[src/sv/nsr_pkg.sv]
// shared constants, types and codes of the newton square root block
`timescale 1ns / 1ps

package nsr_pkg;

  // fixed point format of the radicand and the estimate
  localparam int FracBits  = 16;
  localparam int DataWidth = 32;

  // field and register widths
  localparam int RootW   = 32;
  localparam int StatusW = 2;
  localparam int StepsW  = 6;
  localparam int ThrW    = 32;
  localparam int CfgIdxW = 2;
  localparam int CfgW    = 32;

  // datapath widths
  localparam int QuoW  = DataWidth + FracBits;       // quotient of (x << FracBits) / g
  localparam int SqW   = 2 * DataWidth - FracBits;   // truncated square of g
  localparam int ProdW = 2 * DataWidth;
  localparam int CntW  = $clog2(QuoW);

  // reset values of the configuration registers
  localparam logic [ThrW-1:0]   ThrReset     = ThrW'(66);
  localparam logic [StepsW-1:0] MaxIterReset = StepsW'(32);

  // configuration register indexes
  typedef enum logic [CfgIdxW-1:0] {
    CfgThreshold = 2'd0,
    CfgMaxIter   = 2'd1
  } nsr_cfg_idx_e;

  // result status codes
  typedef enum logic [StatusW-1:0] {
    StatOk    = 2'd0,
    StatNeg   = 2'd1,
    StatLimit = 2'd2
  } nsr_status_e;

  // controller states
  typedef enum logic [2:0] {
    StIdle,
    StClass,
    StSquare,
    StError,
    StCheck,
    StDivide,
    StUpdate,
    StDone
  } nsr_state_e;

  // commands from controller to datapath
  typedef struct packed {
    logic        load;
    logic        square;
    logic        error;
    logic        div_init;
    logic        div_step;
    logic        update;
    logic        finish;
    nsr_status_e fin_status;
  } nsr_cmd_t;

  // status from datapath to controller
  typedef struct packed {
    logic is_neg;
    logic is_trivial;
    logic err_below;
    logic at_limit;
    logic g_zero;
    logic div_last;
    logic out_busy;
  } nsr_flags_t;

endpackage

[src/sv/nsr_datapath.sv]
// datapath of the newton square root: estimate, square, error, divider, result register
`timescale 1ns / 1ps

module nsr_datapath import nsr_pkg::*; (
  input  logic                        clk_i,
  input  logic                        rst_ni,
  input  nsr_cmd_t                    cmd_i,
  output nsr_flags_t                  flags_o,
  input  logic signed [DataWidth-1:0] radicand_i,
  input  logic                        cfg_valid_i,
  input  logic [CfgIdxW-1:0]          cfg_index_i,
  input  logic [CfgW-1:0]             cfg_data_i,
  output logic                        out_valid_o,
  input  logic                        out_ready_i,
  output logic [RootW-1:0]            root_o,
  output logic [StatusW-1:0]          status_o,
  output logic [StepsW-1:0]           steps_o
);

  localparam logic [DataWidth-1:0] One    = DataWidth'(1) << FracBits;
  localparam logic [DataWidth-1:0] TwoOne = DataWidth'(2) << FracBits;
  localparam logic [CntW-1:0]      CntLast = CntW'(QuoW - 1);

  logic [ThrW-1:0]      thr_q;
  logic [StepsW-1:0]    max_iter_q;
  logic [DataWidth-1:0] x_q, g_q, g_d;
  logic [SqW-1:0]       sq_q, err_q;
  logic [QuoW-1:0]      quo_q, dvd_q;
  logic [DataWidth-1:0] rem_q;
  logic [CntW-1:0]      cnt_q;
  logic [StepsW-1:0]    steps_q;
  logic                 out_valid_q;
  logic [RootW-1:0]     root_q;
  logic [StatusW-1:0]   status_q;
  logic [StepsW-1:0]    steps_out_q;

  logic [DataWidth-1:0] x_in, g_init;
  logic [ProdW-1:0]     prod;
  logic [SqW-1:0]       x_ext;
  logic [DataWidth:0]   rem_sh;
  logic                 rem_ge;
  logic [QuoW:0]        g_sum;

  // configuration registers, always ready
  always_ff @(posedge clk_i or negedge rst_ni) begin
    if (!rst_ni) begin
      thr_q      <= ThrReset;
      max_iter_q <= MaxIterReset;
    end else if (cfg_valid_i) begin
      case (cfg_index_i)
        CfgThreshold: thr_q      <= cfg_data_i[ThrW-1:0];
        CfgMaxIter:   max_iter_q <= cfg_data_i[StepsW-1:0];
        default: ;
      endcase
    end
  end

  // start estimate: zero for negatives, 1.0 below 2.0, x/2 above, the radicand itself for zero and one
  always_comb begin
    x_in = radicand_i;
    if (x_in[DataWidth-1]) begin
      g_init = '0;
    end else if (x_in == '0) begin
      g_init = '0;
    end else if (x_in < TwoOne) begin
      g_init = One;
    end else begin
      g_init = x_in >> 1;
    end
  end

  // squaring and error terms
  assign prod  = ProdW'(g_q) * ProdW'(g_q);
  assign x_ext = SqW'(x_q);

  // one restoring division step
  assign rem_sh = {rem_q, dvd_q[QuoW-1]};
  assign rem_ge = rem_sh >= {1'b0, g_q};

  // averaged estimate, clamped to the data width
  always_comb begin
    g_sum = (QuoW+1)'(quo_q >> 1) + (QuoW+1)'(g_q >> 1)
          + (QuoW+1)'(quo_q[0] & g_q[0]);
    if (g_sum[QuoW:DataWidth] != '0) begin
      g_d = '1;
    end else begin
      g_d = g_sum[DataWidth-1:0];
    end
  end

  // iteration registers
  always_ff @(posedge clk_i) begin
    if (cmd_i.load) begin
      x_q     <= x_in;
      g_q     <= g_init;
      steps_q <= '0;
    end
    if (cmd_i.square) begin
      sq_q <= prod[ProdW-1:FracBits];
    end
    if (cmd_i.error) begin
      err_q <= (sq_q >= x_ext) ? sq_q - x_ext : x_ext - sq_q;
    end
    if (cmd_i.div_init) begin
      rem_q <= '0;
      quo_q <= '0;
      cnt_q <= '0;
      dvd_q <= {x_q, FracBits'(0)};
    end else if (cmd_i.div_step) begin
      rem_q <= rem_ge ? DataWidth'(rem_sh - {1'b0, g_q}) : rem_sh[DataWidth-1:0];
      quo_q <= {quo_q[QuoW-2:0], rem_ge};
      dvd_q <= dvd_q << 1;
      cnt_q <= cnt_q + CntW'(1);
    end
    if (cmd_i.update) begin
      g_q     <= g_d;
      steps_q <= steps_q + StepsW'(1);
    end
  end

  // result register
  always_ff @(posedge clk_i or negedge rst_ni) begin
    if (!rst_ni) begin
      out_valid_q <= 1'b0;
    end else if (cmd_i.finish) begin
      out_valid_q <= 1'b1;
    end else if (out_ready_i) begin
      out_valid_q <= 1'b0;
    end
  end

  always_ff @(posedge clk_i) begin
    if (cmd_i.finish) begin
      root_q      <= RootW'(g_q);
      status_q    <= cmd_i.fin_status;
      steps_out_q <= steps_q;
    end
  end

  // status toward the controller
  always_comb begin
    flags_o.is_neg     = x_q[DataWidth-1];
    flags_o.is_trivial = (x_q == '0) || (x_q == One);
    flags_o.err_below  = err_q < SqW'(thr_q);
    flags_o.at_limit   = steps_q >= max_iter_q;
    flags_o.g_zero     = (g_q == '0);
    flags_o.div_last   = (cnt_q == CntLast);
    flags_o.out_busy   = out_valid_q && !out_ready_i;
  end

  assign out_valid_o = out_valid_q;
  assign root_o      = root_q;
  assign status_o    = status_q;
  assign steps_o     = steps_out_q;

endmodule

[src/sv/nsr_ctrl.sv]
// controller state machine of the newton square root
`timescale 1ns / 1ps

module nsr_ctrl import nsr_pkg::*; (
  input  logic       clk_i,
  input  logic       rst_ni,
  input  logic       in_valid_i,
  output logic       in_ready_o,
  input  nsr_flags_t flags_i,
  output nsr_cmd_t   cmd_o
);

  nsr_state_e  state_q, state_d;
  nsr_status_e stat_q, stat_d;

  // state register
  always_ff @(posedge clk_i or negedge rst_ni) begin
    if (!rst_ni) begin
      state_q <= StIdle;
      stat_q  <= StatOk;
    end else begin
      state_q <= state_d;
      stat_q  <= stat_d;
    end
  end

  // next state and commands
  always_comb begin
    state_d        = state_q;
    stat_d         = stat_q;
    in_ready_o     = 1'b0;
    cmd_o          = '0;
    cmd_o.fin_status = stat_q;
    case (state_q)
      StIdle: begin
        in_ready_o = 1'b1;
        if (in_valid_i) begin
          cmd_o.load = 1'b1;
          state_d    = StClass;
        end
      end
      StClass: begin
        if (flags_i.is_neg) begin
          stat_d  = StatNeg;
          state_d = StDone;
        end else if (flags_i.is_trivial) begin
          stat_d  = StatOk;
          state_d = StDone;
        end else begin
          state_d = StSquare;
        end
      end
      StSquare: begin
        cmd_o.square = 1'b1;
        state_d      = StError;
      end
      StError: begin
        cmd_o.error = 1'b1;
        state_d     = StCheck;
      end
      StCheck: begin
        if (flags_i.err_below) begin
          stat_d  = StatOk;
          state_d = StDone;
        end else if (flags_i.at_limit || flags_i.g_zero) begin
          stat_d  = StatLimit;
          state_d = StDone;
        end else begin
          cmd_o.div_init = 1'b1;
          state_d        = StDivide;
        end
      end
      StDivide: begin
        cmd_o.div_step = 1'b1;
        if (flags_i.div_last) begin
          state_d = StUpdate;
        end
      end
      StUpdate: begin
        cmd_o.update = 1'b1;
        state_d      = StSquare;
      end
      StDone: begin
        if (!flags_i.out_busy) begin
          cmd_o.finish = 1'b1;
          state_d      = StIdle;
        end
      end
      default: begin
        state_d = StIdle;
      end
    endcase
  end

endmodule

[src/sv/newton_square_root.sv]
// top level of the newton square root of a signed q16.16 radicand
//
// usage: one radicand beat on the in channel (valid/ready) gives one result
// beat on the out channel: root (unsigned q16.16), status and step count.
// the cfg channel writes threshold (index 0) and max_iterations (index 1);
// it is always ready; the user must write it only while the block is idle,
// and the block itself has no check for this. negative, zero and one
// radicands go from classify straight to done; other radicands run n
// newton steps, each step being square, error, check, a bit-serial
// restoring divider and an update. the divider sets the rate.
// one item is worked on at a time; a new radicand is taken while the
// previous result still waits in the output register.
// a stalled receiver holds the result beat; a finished item then waits in
// its last state until the output register frees.
// reset clears the controller and output valid and restores threshold 66
// and max_iterations 32.
`timescale 1ns / 1ps

module newton_square_root import nsr_pkg::*; (
  input  logic                        clk_i,
  input  logic                        rst_ni,
  input  logic                        in_valid_i,
  output logic                        in_ready_o,
  input  logic signed [DataWidth-1:0] radicand_i,
  input  logic                        cfg_valid_i,
  output logic                        cfg_ready_o,
  input  logic [CfgIdxW-1:0]          cfg_index_i,
  input  logic [CfgW-1:0]             cfg_data_i,
  output logic                        out_valid_o,
  input  logic                        out_ready_i,
  output logic [RootW-1:0]            root_o,
  output logic [StatusW-1:0]          status_o,
  output logic [StepsW-1:0]           steps_o
);

  nsr_cmd_t   cmd;
  nsr_flags_t flags;

  assign cfg_ready_o = 1'b1;

  // controller
  nsr_ctrl u_ctrl (
    .clk_i      (clk_i),
    .rst_ni     (rst_ni),
    .in_valid_i (in_valid_i),
    .in_ready_o (in_ready_o),
    .flags_i    (flags),
    .cmd_o      (cmd)
  );

  // datapath
  nsr_datapath u_datapath (
    .clk_i       (clk_i),
    .rst_ni      (rst_ni),
    .cmd_i       (cmd),
    .flags_o     (flags),
    .radicand_i  (radicand_i),
    .cfg_valid_i (cfg_valid_i),
    .cfg_index_i (cfg_index_i),
    .cfg_data_i  (cfg_data_i),
    .out_valid_o (out_valid_o),
    .out_ready_i (out_ready_i),
    .root_o      (root_o),
    .status_o    (status_o),
    .steps_o     (steps_o)
  );

endmodule

[config.mk]
export PLATFORM = sky130hd
export DESIGN_NAME = newton_square_root
export DESIGN_NICKNAME = d
export VERILOG_FILES = /design/src/sv/nsr_pkg.sv /design/src/sv/nsr_datapath.sv /design/src/sv/nsr_ctrl.sv /design/src/sv/newton_square_root.sv
export SDC_FILE = /design/constraint.sdc
export NUM_CORES = 2
export LEC_CHECK = 0
export BUFFER_PORTS_ARGS = -buffer_cell sky130_fd_sc_hd__buf_2
export CORE_MARGIN = 4
export CORE_UTILIZATION = 60
export CTS_CLUSTER_DIAMETER = 50
export DETAILED_ROUTE_END_ITERATION = 8
export PLACE_DENSITY = 0.85
export SKIP_CTS_REPAIR_TIMING = 1
export SLEW_MARGIN = 20
export SYNTH_ARGS = -nofsm -noshare
export SYNTH_HDL_FRONTEND = slang
export SYNTH_SLANG_ARGS = --single-unit
[constraint.sdc]
create_clock -name clk_i -period 12.17 [get_ports clk_i]
set_clock_uncertainty 0.15 [all_clocks]
set_input_delay 1.217 -clock clk_i [delete_from_list [all_inputs] [get_ports clk_i]]
set_output_delay 1.217 -clock clk_i [all_outputs]
set_load 0.05 [all_outputs]
==> key figures <==
Critical path
  – WS Path Type: reg -> reg
  – FF-to-FF Start: u_datapath.g_q[7]
  – Critical path arrival: 10.34 ns
  – Worst Reg-to-Reg Cells: 28
  – Worst Setup End Kind: flip-flop
  – Worst endpoint required time: 12.39 ns
  – Worst setup SP type: flip-flop
  – CP max stage delay: 1.00 ns
  – R2R Path End: u_datapath.sq_q[41]
  – CP Max Fanout: 20
  – Critical-path top delay cell: clkinv_1
  – Worst reg-to-reg setup slack: 2.05 ns

Die
  – Width of the die: 300 um
  – Core area: 84100 sq um
  – Die Area: 90100 sq um
  – Boundary pin count: 114
  – Die H: 300 um
  – Starting density of the core: 60.9%
  – Rows: 106

STA
  – Final hold violations: 0
  – Post-route minimum period: 10.12 ns
  – Final period util: 83.2%
  – Final Slew Violations: 0
  – Final setup violation count: 0
  – Fmax: 0.0988 GHz
  – Max-slew headroom: 18.6%
  – Worst-Margin Slew: 1.22 ns
  – Setup TNS: 0 ns
  – Unrepaired setup endpoints after global routing: no

Logic synthesis
  – Top cell type's share of synthesized area: 31.1%
  – Avg Synthesized Cell Area: 9.34 sq um
  – Mapped Nets: 6821
  – Yosys reg bits: 368
  – Synth area leaders: fa_1 (31%), edfxtp_1 (14%), ha_1 (11%)
  – Sequential share of the synthesized area: 19.5%
  – Syn Std Cell Area: 51200 sq um
  – Mapped Cells: 5487
  – Async SR Flop Fraction: 12.0%
  – Yosys cell types: 98
  – Post-synth EDFFs: 238
  – Prevailing post-synth register cell: edfxtp_1
  – Ys Warns: 0
  – Dominant cell type by area after synthesis: fa_1

GRT
  – Largest net degree at the start of global routing: 91
  – Antenna violations before repair: 5
  – Global route total overflow: 0
  – First-pass GRT wire length: 236 mm
  – All-Layer GR Usage: 33.9%
  – Vias in the first global route: 42000

Flow run
  – Max cap viols: 0

Finish
  – Fillers: 6448
  – Layout Nets: 6828
  – Commonest cells after routing, fill and taps aside: inv_1 (1157), fa_1 (797), nand2_1 (523), ha_1 (466), nor2_1 (411)
  – Synth-to-Final Area Change: 6.48%
  – Commonest non-fill, non-tap cell in the layout: inv_1
  – Layout cell share with drive strength beyond 1: 6.80%

Clock network
  – H-tree levels: 2
  – Clock Path Buffers: 3
  – Cts bufs inserted: 49
  – Clock sinks: 368
  – Clk slew on worst S/H paths: 0.06 ns
  – Clock tree from TritonCTS: yes
  – Root buffer cell: clkbuf_16
  – Worst-Skew Late Latency: 0.63 ns

Routing
  – Vias after detailed routing: 40500
  – Uppermost layer routed: met5
  – Drt wl/cell: 22.9 um
  – Metal-1 WL: 55.5 mm
  – Drt total wl: 152 mm
  – Metal3 WL: 19.5 mm
  – Vias per cell: 6.07
  – Routed Antenna Nets: 0
  – Drt drc: 0
  – Wire length on met2: 66.6 mm
  – Initial DRT Pass Iterations: 6
  – First DRT Iteration DRCs: 4510

Placement
  – DP HPWL: 117 mm
  – Final Wtd Congestion: 1.04
  – Port buffer count: 112

Hold path
  – Worst hold start: u_ctrl.stat_q[1]
  – Worst hold path class: reg -> reg
  – WHS Path Cells: 0
  – Hold worst-path end: u_datapath.status_o[1]

Run status
  – Outcome: completed
==> worst max-delay path: cells and delay by family (launching register included) <==
| kind | cells | cell delay [ns] |
|---|---|---|
| AOI/OAI and AO/OA | 9 | 3.12 |
| xor gates and xnor gates | 1 | 0.14 |
| adders and majority gates | 9 | 3.84 |
| buffers and inverters | 7 | 1.36 |
| DFF | 1 | 0.75 |
| and+or+nand+nor | 2 | 0.51 |
==> worst max-delay path by stage <==
| stage | end | depth (start not counted) | slack, ns | from |
|---|---|---|---|---|
| 6_report | u_datapath.sq_q[41] | 28 | 2.05 | u_datapath.g_q[7] |
| 2_1_floorplan | u_datapath.sq_q[47] | 31 | 3.96 | u_datapath.g_q[23] |
| 5_1_grt | u_datapath.sq_q[41] | 28 | 1.51 | u_datapath.g_q[7] |
| 3_5_place_dp | u_datapath.sq_q[41] | 28 | 2.12 | u_datapath.g_q[7] |
| 4_1_cts | u_datapath.sq_q[41] | 28 | 2.19 | u_datapath.g_q[7] |
| 3_3_place_gp | u_datapath.sq_q[41] | 28 | 2.43 | u_datapath.g_q[7] |
==> sequential cells by signal, indices dropped and copies added, names as in the netlist <==
register                cells
u_datapath.status_o         2
u_datapath.sq_q            48
u_datapath.steps_q          6
u_datapath.dvd_q           32
u_datapath.max_iter_q       6
u_datapath.err_q           48
u_datapath.root_o          32
u_ctrl.state_q              3
u_ctrl.stat_q               2
u_datapath.steps_o          6
u_datapath.thr_q           32
u_datapath.quo_q           48
u_datapath.cnt_q            6
u_datapath.g_q             32
u_datapath.rem_q           32
u_datapath.x_q             32
u_datapath.out_valid_o      1
==> per-layer routing <==
layer  vias up  global-route usage, %
met3       685                   10.9
met4         6                   18.6
li1      17600                      -
met1     19800                   42.6
met2      2484                   52.5
met5         -                      0
==> layout make-up <==
| class | instances | area (sq um) | share of cell area, % |
|---|---|---|---|
| timing repair buffer | 175 | 1040 | 1.90 |
| inverter | 1164 | 4370 | 8.01 |
| sequential | 368 | 9970 | 18.3 |
| tap | 1134 | 1420 | 2.60 |
| antenna | 2 | 5.00 | 0.00917 |
| clock buffer | 56 | 1260 | 2.31 |
| multi-input combinational | 3736 | 36100 | 66.1 |
| clock inverter | 34 | 407 | 0.745 |
==> Yosys cell counts (86+ instances only) <==
| library cell | instances |
|---|---|
| clkbuf_1 | 172 |
| dfxtp_1 | 86 |
| xnor2_1 | 135 |
| nor2_1 | 414 |
| a21o_1 | 99 |
| edfxtp_1 | 238 |
| ha_1 | 466 |
| o21ai_0 | 156 |
| inv_1 | 1158 |
| a21oi_1 | 253 |
| fa_1 | 797 |
| nand2_1 | 523 |
| xor2_1 | 97 |
==> logic make-up (layout without fill, tap and decap cells) <==
logic type	after synthesis	after routing	share of synthesized area (%)
buffers and inverters	1383	1429	10.2
xor gates and xnor gates	233	233	4.00
AOI/OAI and AO/OA	794	794	10.1
muxes	69	69	1.46
other	1	3	0.00732
and+or+nand+nor	1376	1376	12.2
DFF	368	368	19.5
adders and majority gates	1263	1263	42.5
==> per-stage QoR <==
stage	hold WS [ns]	area [sq um]	instances	util (%)	setup WS, ns
after floorplan	0.275	51200	5487	-	3.96
after global placement	0.295	52900	6577	62.9	2.43
after detailed placement	0.292	52900	6577	62.9	2.12
after CTS	0.307	54500	6667	64.9	2.19
after global routing	0.318	54500	6667	64.9	1.51
final	0.307	54500	6669	64.9	2.05
Power is not shown: default switching activity piles up to over one toggle a cycle in this logic, so the estimate is an artifact.
